`config.mk`:
```
export PLATFORM = sky130hd
export DESIGN_NAME = affinity_thread_allocator
export DESIGN_NICKNAME = d
export VERILOG_FILES = /design/src/sv/ata_pkg.sv /design/src/sv/ata_front.sv /design/src/sv/ata_queue.sv /design/src/sv/ata_back.sv /design/src/sv/affinity_thread_allocator.sv
export SDC_FILE = /design/constraint.sdc
export NUM_CORES = 1
export LEC_CHECK = 0
export CORE_MARGIN = 3
export CORE_UTILIZATION = 28
export CTS_CLUSTER_SIZE = 24
export DETAILED_ROUTE_END_ITERATION = 16
export DONT_BUFFER_PORTS = 1
export GPL_ROUTABILITY_DRIVEN = 1
export GPL_TIMING_DRIVEN = 0
export SLEW_MARGIN = 20
export SYNTH_ARGS = -nofsm -noshare
export SYNTH_HDL_FRONTEND = slang
export SYNTH_HIERARCHICAL = 1
export SYNTH_SLANG_ARGS = --single-unit
```
`constraint.sdc`:
```
create_clock -name i_clk -period 3.4 [get_ports i_clk]
set_input_delay 0.17 -clock i_clk [delete_from_list [all_inputs] [get_ports i_clk]]
set_output_delay 0.17 -clock i_clk [all_outputs]
set_load 0.01 [all_outputs]
```
`src/sv/ata_pkg.sv`:
```
package ata_pkg;

    // input masks carry one bit per thread for this many threads
    localparam int MASK_W = 16;
    localparam int TIDX_W = 4;

    localparam int DEF_TOTAL_THREADS    = 16;
    localparam int DEF_THREADS_PER_CORE = 4;

    // classification codes handed from front to back
    localparam logic [1:0] K_PREF = 2'd0;
    localparam logic [1:0] K_FREE = 2'd1;
    localparam logic [1:0] K_RR   = 2'd2;

    typedef struct packed {
        logic signed [2:0]   preferred_core;
        logic [MASK_W-1:0]   free_mask;
        logic [MASK_W-1:0]   blocked_mask;
    } t_req;

    typedef struct packed {
        logic                granted;
        logic [TIDX_W-1:0]   grant_thread;
        logic [1:0]          grant_core;
        logic                evicts_occupant;
    } t_rsp;

    typedef struct packed {
        logic [1:0]          kind;
        logic [TIDX_W-1:0]   thread;
        logic [MASK_W-1:0]   avail;
    } t_cls;

endpackage

```
`src/sv/ata_front.sv`:
```
module ata_front
    import ata_pkg::*;
#(
    parameter int TOTAL_THREADS    = DEF_TOTAL_THREADS,
    parameter int THREADS_PER_CORE = DEF_THREADS_PER_CORE
) (
    input  t_req i_req,
    output t_cls o_cls
);

    localparam int CORES = TOTAL_THREADS / THREADS_PER_CORE;

    logic [MASK_W-1:0] w_exist;
    logic [MASK_W-1:0] w_free;
    logic [MASK_W-1:0] w_pref;
    logic              w_pref_ok;

    function automatic logic [TIDX_W-1:0] lowest_set(input logic [MASK_W-1:0] m);
        logic [TIDX_W-1:0] idx;
        idx = '0;
        for (int k = MASK_W - 1; k >= 0; k--) begin
            if (m[k]) idx = TIDX_W'(k);
        end
        return idx;
    endfunction

    always_comb begin
        // negative or out-of-range preference means no preference
        w_pref_ok = !i_req.preferred_core[2] &&
                    (32'(i_req.preferred_core[1:0]) < CORES);
        for (int g = 0; g < MASK_W; g++) begin
            w_exist[g] = (g < TOTAL_THREADS);
        end
        w_free = i_req.free_mask & w_exist;
        for (int g = 0; g < MASK_W; g++) begin
            w_pref[g] = w_free[g] && w_pref_ok &&
                        ((g / THREADS_PER_CORE) == 32'(i_req.preferred_core[1:0]));
        end
    end

    always_comb begin
        o_cls.avail  = ~i_req.blocked_mask & w_exist;
        o_cls.thread = '0;
        if (|w_pref) begin
            o_cls.kind   = K_PREF;
            o_cls.thread = lowest_set(w_pref);
        end else if (|w_free) begin
            o_cls.kind   = K_FREE;
            o_cls.thread = lowest_set(w_free);
        end else begin
            o_cls.kind   = K_RR;
        end
    end

endmodule

```
`src/sv/ata_queue.sv`:
```
module ata_queue
    import ata_pkg::*;
(
    input  logic i_clk,
    input  logic i_rst_n,
    input  logic i_push,
    input  t_cls i_data,
    output logic o_full,
    output logic o_valid,
    input  logic i_pop,
    output t_cls o_data
);

    t_cls       r_mem [2];
    logic       r_wptr, n_wptr;
    logic       r_rptr, n_rptr;
    logic [1:0] r_count, n_count;

    assign o_full  = (r_count == 2'd2);
    assign o_valid = (r_count != 2'd0);
    assign o_data  = r_mem[r_rptr];

    always_comb begin
        n_wptr  = i_push ? !r_wptr : r_wptr;
        n_rptr  = i_pop  ? !r_rptr : r_rptr;
        n_count = r_count + 2'(i_push) - 2'(i_pop);
    end

    always_ff @(posedge i_clk) begin
        if (!i_rst_n) begin
            r_wptr  <= 1'b0;
            r_rptr  <= 1'b0;
            r_count <= 2'd0;
        end else begin
            r_wptr  <= n_wptr;
            r_rptr  <= n_rptr;
            r_count <= n_count;
        end
    end

    always_ff @(posedge i_clk) begin
        if (i_push) r_mem[r_wptr] <= i_data;
    end

    a_no_underflow: assert property (@(posedge i_clk) disable iff (!i_rst_n)
        i_pop |-> r_count != 2'd0)
        else $error("queue popped while empty");

    a_drain: assert property (@(posedge i_clk) disable iff (!i_rst_n)
        i_pop && !i_push |=> r_count == $past(r_count) - 2'd1)
        else $error("queue count did not drop on pop");

endmodule

```
`src/sv/ata_back.sv`:
```
module ata_back
    import ata_pkg::*;
#(
    parameter int TOTAL_THREADS    = DEF_TOTAL_THREADS,
    parameter int THREADS_PER_CORE = DEF_THREADS_PER_CORE
) (
    input  logic i_clk,
    input  logic i_rst_n,
    input  logic i_valid,
    output logic o_pop,
    input  t_cls i_cls,
    output logic o_valid,
    input  logic i_stall,
    output t_rsp o_rsp
);

    localparam int PW = $clog2(TOTAL_THREADS);

    logic [PW-1:0]            r_ptr, n_ptr;
    logic                     r_valid;
    t_rsp                     r_rsp, n_rsp;
    logic [PW-1:0]            w_start;
    logic [TOTAL_THREADS-1:0] w_cand;
    logic [TOTAL_THREADS-1:0] w_hi;
    logic [PW-1:0]            w_cand_idx;
    logic [PW-1:0]            w_hi_idx;
    logic [PW-1:0]            w_rr_idx;
    logic [TIDX_W-1:0]        w_thr;

    assign o_pop   = i_valid && (!r_valid || !i_stall);
    assign o_valid = r_valid;
    assign o_rsp   = r_rsp;

    // round robin starts one past the pointer, wrapping at the last thread
    assign w_start = (r_ptr == PW'(TOTAL_THREADS - 1)) ? '0 : r_ptr + 1'b1;

    always_comb begin
        w_cand_idx = '0;
        w_hi_idx   = '0;
        for (int i = 0; i < TOTAL_THREADS; i++) begin
            w_cand[i] = (i < MASK_W) ? i_cls.avail[i % MASK_W] : 1'b0;
            w_hi[i]   = w_cand[i] && (PW'(i) >= w_start);
        end
        for (int i = TOTAL_THREADS - 1; i >= 0; i--) begin
            if (w_cand[i]) w_cand_idx = PW'(i);
            if (w_hi[i])   w_hi_idx   = PW'(i);
        end
        w_rr_idx = (|w_hi) ? w_hi_idx : w_cand_idx;
    end

    always_comb begin
        n_ptr = r_ptr;
        w_thr = '0;
        n_rsp = '0;
        case (i_cls.kind)
            K_PREF: begin
                w_thr = i_cls.thread;
                n_rsp.granted = 1'b1;
            end
            K_FREE: begin
                w_thr = i_cls.thread;
                n_rsp.granted = 1'b1;
                n_ptr = PW'(i_cls.thread);
            end
            K_RR: begin
                if (|w_cand) begin
                    w_thr = TIDX_W'(w_rr_idx);
                    n_rsp.granted = 1'b1;
                    n_rsp.evicts_occupant = 1'b1;
                    n_ptr = w_rr_idx;
                end else begin
                    n_ptr = w_start;
                end
            end
            default: begin
                n_ptr = r_ptr;
            end
        endcase
        if (n_rsp.granted) begin
            n_rsp.grant_thread = w_thr;
            // look up the core of each thread index as a constant
            for (int i = 0; i < MASK_W; i++) begin
                if (w_thr == TIDX_W'(i)) n_rsp.grant_core = 2'(i / THREADS_PER_CORE);
            end
        end
    end

    always_ff @(posedge i_clk) begin
        if (!i_rst_n) begin
            r_ptr   <= '0;
            r_valid <= 1'b0;
        end else begin
            if (o_pop) r_ptr <= n_ptr;
            if (o_pop) r_valid <= 1'b1;
            else if (!i_stall) r_valid <= 1'b0;
        end
    end

    always_ff @(posedge i_clk) begin
        if (o_pop) r_rsp <= n_rsp;
    end

    a_evict_granted: assert property (@(posedge i_clk) disable iff (!i_rst_n)
        r_valid && r_rsp.evicts_occupant |-> r_rsp.granted)
        else $error("eviction without grant");

    a_fail_zero: assert property (@(posedge i_clk) disable iff (!i_rst_n)
        r_valid && !r_rsp.granted |->
            r_rsp.grant_thread == '0 && r_rsp.grant_core == '0)
        else $error("failed request carries a thread");

    a_pref_keeps_ptr: assert property (@(posedge i_clk) disable iff (!i_rst_n)
        o_pop && i_cls.kind == K_PREF |=> $stable(r_ptr))
        else $error("preferred-core grant moved the pointer");

endmodule

```
`src/sv/affinity_thread_allocator.sv`:
```
// channel   | valid    | stall    | payload
// ----------+----------+----------+-----------------------------------
// request   | i_valid  | o_stall  | i_data (t_req: core, free, blocked)
// grant     | o_valid  | i_stall  | o_data (t_rsp: grant and eviction)
//
// One request per cycle sustained while o_stall is low; a taken request
// is classified into the queue, then its grant registered in the pointer stage.
// The round-robin pointer register in the back stage is the only loop.
// Reset is synchronous and clears the pointer, the queue and the output valid.
// A stalled grant holds; requests keep flowing until the two-entry queue fills.
module affinity_thread_allocator
    import ata_pkg::*;
#(
    parameter int TOTAL_THREADS    = DEF_TOTAL_THREADS,
    parameter int THREADS_PER_CORE = DEF_THREADS_PER_CORE
) (
    input  logic i_clk,
    input  logic i_rst_n,
    input  logic i_valid,
    output logic o_stall,
    input  t_req i_data,
    output logic o_valid,
    input  logic i_stall,
    output t_rsp o_data
);

    t_cls w_cls_in;
    t_cls w_cls_out;
    logic w_full;
    logic w_q_valid;
    logic w_pop;

    assign o_stall = w_full;

    ata_front #(
        .TOTAL_THREADS   (TOTAL_THREADS),
        .THREADS_PER_CORE(THREADS_PER_CORE)
    ) u_front (
        .i_req(i_data),
        .o_cls(w_cls_in)
    );

    ata_queue u_queue (
        .i_clk  (i_clk),
        .i_rst_n(i_rst_n),
        .i_push (i_valid && !w_full),
        .i_data (w_cls_in),
        .o_full (w_full),
        .o_valid(w_q_valid),
        .i_pop  (w_pop),
        .o_data (w_cls_out)
    );

    ata_back #(
        .TOTAL_THREADS   (TOTAL_THREADS),
        .THREADS_PER_CORE(THREADS_PER_CORE)
    ) u_back (
        .i_clk  (i_clk),
        .i_rst_n(i_rst_n),
        .i_valid(w_q_valid),
        .o_pop  (w_pop),
        .i_cls  (w_cls_out),
        .o_valid(o_valid),
        .i_stall(i_stall),
        .o_rsp  (o_data)
    );

endmodule
```
==> flow_summary_export.csv <==
group,metric,value,unit
setup_path,cp_num_buf_inv,2,
detailed_routing,drt-pass1-iter-count,4,
synthesis,synth.cell_area,3800,sq um
clocking,h-tree-depth,3,
hold_path,worst_hold_launch,"i_data[15]",
power,irDropWorstVdd,0.227,mV
global_route,globalRouteTotalUtil,11.5,%
placed_design,place_hpwl,6.21,mm
detailed_routing,final_antenna_net_count,0,
synthesis,synthFlopType,"sky130_fd_sc_hd__edfxtp_1",
setup_path,worst_path_arrival,3.12,ns
floorplan,boundaryPins,49,
sta,setup-violations-final,0,
finish,finish.utilization,34.4,%
clocking,cts-resized-gates,0,
job,max_cap_viol_count,0,
sta,timing_max_transition_violations_final,0,
setup_path,worst_path_largest_cell_delay,0.46,ns
finish,final_layout_size_suffix_gt1_share,18.0,%
synthesis,syn_inst,357,
clocking,clkTransAtPathRegs,0.05,ns
detailed_routing,wl,8.38,mm
clocking,tritoncts,"done",
setup_path,path_cells,"clkbuf_1 > inv_1 > ha_1 > nand2b_1 > o41ai_4 > nand2b_2 > a2111o_1 > a211oi_2 > nor3b_1 > o21a_1",
sta,fin_worst_skew,0.00610,ns
global_route,grt_pass1_wl,13.3,mm
synthesis,ys_seq_area_share,45.5,%
global_route,maximum_number_of_pins_on_one_net_before_global_route_repair,24,
floorplan,die_span_x,123,microns
sta,rsz_0062_raised_after_global_routing,"no",
detailed_routing,wire_per_inst,15.1,microns
global_route,initial_antenna_violation_count,0,
synthesis,synth-edff-count,51,
setup_path,timing.critical_path.to_type,"register",
placed_design,gp_congestion,0.843,
synthesis,share_of_async_settable_or_async_resettable_flops_after_synthesis,0,%
synthesis,ys_ff_latch,61,
setup_path,cp_max_fo,8,
floorplan,floorplan.rows,41,
floorplan,die_area,15000,sq um
sta,finalWorstPathRequiredPeriod,3.04,ns
sta,transition_time_of_the_tightest_slew_check_pin,0.965,ns
sta,timing.final.hold_violations,0,
hold_path,min_path_type,"primary input to register",
synthesis,yosys.cell_types.count,75,
clocking,worst_skew_pair.late_latency,0.33,ns
detailed_routing,detail_route.drc_violations,0,
clocking,clockRootBuffer,"sky130_fd_sc_hd__clkbuf_16",
clocking,clk_path_buf_depth,2,
clocking,clkSinkCount,61,
detailed_routing,detailedRoute.firstIterationViolations,148,
finish,num-nets-final,426,
setup_path,critPathLaunchType,"register",
synthesis,per_instance_average_area_after_synthesis,10.7,sq um
setup_path,cp_top_family,"compound AO/OA/AOI/OAI gates",
setup_path,critical_r2r_launch,"u_back/r_ptr[1]$_SDFFE_PN0P_",
power,power-per-cell-area,754,nW/um^2
clocking,number_of_buffers_inserted_during_clock_tree_synthesis,9,
global_route,grt_pass1_vias,2719,
setup_path,worstSetupStartpoint,"u_back/r_ptr[1]$_SDFFE_PN0P_",
setup_path,setup.worst_path.class,"register to register",
finish,area.growth.synth_to_final,16.9,%
detailed_routing,num_vias,2819,
detailed_routing,detail_route.vias_per_cell,5.08,
floorplan,core-area,12900,sq um
sta,timing.setup.tns,0,ns
run_status,outcome,"finished clean",
setup_path,critPathSlowestCell,"sky130_fd_sc_hd__o41ai_4",
power,cellLeakagePower,1.63,nW
sta,finalCritPeriodShare,89.3,%
synthesis,yosysWarningCount,6,
synthesis,syn_nets,405,
placed_design,buffer_ports.inserted,0,
clocking,cts.repair_timing.setup_buffer_count,0,
sta,timing.fmax,0.329,GHz
floorplan,initial_standard_cell_utilization_of_the_core,29.4,%
finish,fillCellCount,1305,
setup_path,critical_path_required,3.48,ns
sta,worst_slew_margin_rel,35.5,%
finish,antenna_cells_inserted,0,
floorplan,die_y,123,microns
global_route,gr-total-overflow,0,
==> worst register-to-register path: cells and delay by family (launching register included) <==
kind	cells	cell delay [ns]
adders and majority gates	1	0.18
DFF	1	0.35
AOI/OAI and AO/OA	4	1.35
and+or+nand+nor	3	0.54
buffers and inverters	2	0.38
==> cell usage in the layout, fill, tap and decap left out, types with 4 or more instances in the layout <==
| cell | n |
|---|---|
| sky130_fd_sc_hd__a211oi_1 | 7 |
| sky130_fd_sc_hd__ha_1 | 9 |
| sky130_fd_sc_hd__o211ai_1 | 4 |
| sky130_fd_sc_hd__a31oi_1 | 4 |
| sky130_fd_sc_hd__mux2_2 | 24 |
| sky130_fd_sc_hd__clkbuf_1 | 4 |
| sky130_fd_sc_hd__nor3_1 | 9 |
| sky130_fd_sc_hd__a21oi_1 | 13 |
| sky130_fd_sc_hd__dfxtp_1 | 10 |
| sky130_fd_sc_hd__clkbuf_16 | 9 |
| sky130_fd_sc_hd__nand2b_1 | 6 |
| sky130_fd_sc_hd__edfxtp_1 | 51 |
| sky130_fd_sc_hd__o21a_1 | 9 |
| sky130_fd_sc_hd__nor2_1 | 22 |
| sky130_fd_sc_hd__nor4_1 | 5 |
| sky130_fd_sc_hd__dlygate4sd3_1 | 9 |
| sky130_fd_sc_hd__nand3_1 | 7 |
| sky130_fd_sc_hd__o221ai_1 | 4 |
| sky130_fd_sc_hd__and2_1 | 9 |
| sky130_fd_sc_hd__o21ai_0 | 19 |
| sky130_fd_sc_hd__inv_1 | 34 |
| sky130_fd_sc_hd__nand2_1 | 17 |
| sky130_fd_sc_hd__nor2b_1 | 11 |
==> sequential cells by signal (all words and copies together) (netlist names), named ones only <==
register,cells
u_back/o_rsp,7
u_back/o_valid,1
u_back/r_ptr,4
u_queue/r_count,2
u_queue/r_mem,44
u_queue/r_rptr,1
u_queue/r_wptr,1
==> power by group <==
| part | internal, mW | switching, mW |
|---|---|---|
| Sequential | 1.01 | 0.0972 |
| Combinational | 0.548 | 0.754 |
| Clock | 0.635 | 0.315 |
==> Yosys cell counts, types with 10 or more instances <==
cell | instances | share of area [%]
sky130_fd_sc_hd__a21oi_1 | 13 | 1.7
sky130_fd_sc_hd__dfxtp_1 | 10 | 5.3
sky130_fd_sc_hd__edfxtp_1 | 51 | 40
sky130_fd_sc_hd__inv_1 | 34 | 3.4
sky130_fd_sc_hd__mux2_2 | 24 | 7.1
sky130_fd_sc_hd__nand2_1 | 17 | 1.7
sky130_fd_sc_hd__nor2_1 | 22 | 2.2
sky130_fd_sc_hd__nor2b_1 | 12 | 2.0
sky130_fd_sc_hd__o21ai_0 | 19 | 2.5
==> per-stage QoR <==
stage               total power [mW]  instance area, sq um  worst slack, ns  instances  hold slack (ns)
detailed placement              2.40                  4040            0.381        530            0.298
CTS                             3.38                  4450            0.357        555         0.000281
floorplan                       2.10                  3800            0.734        357            0.288
finish                          3.35                  4450            0.364        555          0.00757
global placement                2.38                  4020            0.378        529            0.291
global route                    3.57                  4450            0.110        555          0.00967
==> worst paths after layout <==
| check | slack [ns] | cells past startpoint | end |
|---|---|---|---|
| max | 0.36 | 10 | u_back/o_rsp[1]$_SDFFCE_PN0P_ |
| min | 0.008 | 1 | u_queue/r_mem[0][15]$_DFFE_PP_ |
| max reg2reg | 0.36 | 10 | u_back/o_rsp[1]$_SDFFCE_PN0P_ |
| min reg2reg | 0.58 | 2 | u_queue/r_rptr$_SDFFE_PN0P_ |
==> routing by layer <==
| metal | vias up | track usage (%) | wire (microns) |
|---|---|---|---|
| met2 | 81 | 18.7 | 3990 |
| li1 | 1393 | - | - |
| met1 | 1328 | 13.6 | 3640 |
| met4 | 0 | 7.00 | 250 |
| met3 | 17 | 3.00 | 498 |
| met5 | - | 0 | 0 |
==> what timing repair did <==
| action | CTS | global route |
|---|---|---|
| hold endpoints to repair | 26 | 0 |
| endpoints found under the setup margin | 0 | 0 |
| hold buffers | 9 | 0 |
==> layout make-up <==
| class | instances | area, sq um | share of cell area, % |
|---|---|---|---|
| buffer | 12 | 80.1 | 1.80 |
| sequential | 61 | 1730 | 39.0 |
| inverter | 34 | 128 | 2.87 |
| timing repair buffer | 10 | 105 | 2.36 |
| multi-input combinational | 250 | 1870 | 42.1 |
| tap | 172 | 215 | 4.84 |
| clock buffer | 9 | 225 | 5.07 |
| clock inverter | 7 | 90.1 | 2.03 |
==> logic make-up (layout without fill, tap and decap cells) <==
group | count (synthesis) | after routing | synth area share [%]
DFF | 61 | 61 | 45.5
muxes | 24 | 24 | 7.11
adders and majority gates | 9 | 9 | 2.96
buffers and inverters | 46 | 72 | 5.46
xor gates and xnor gates | 3 | 3 | 1.05
AOI/OAI and AO/OA | 100 | 100 | 20.1
and+or+nand+nor | 114 | 114 | 17.8
(Power assumes the default switching activity.)
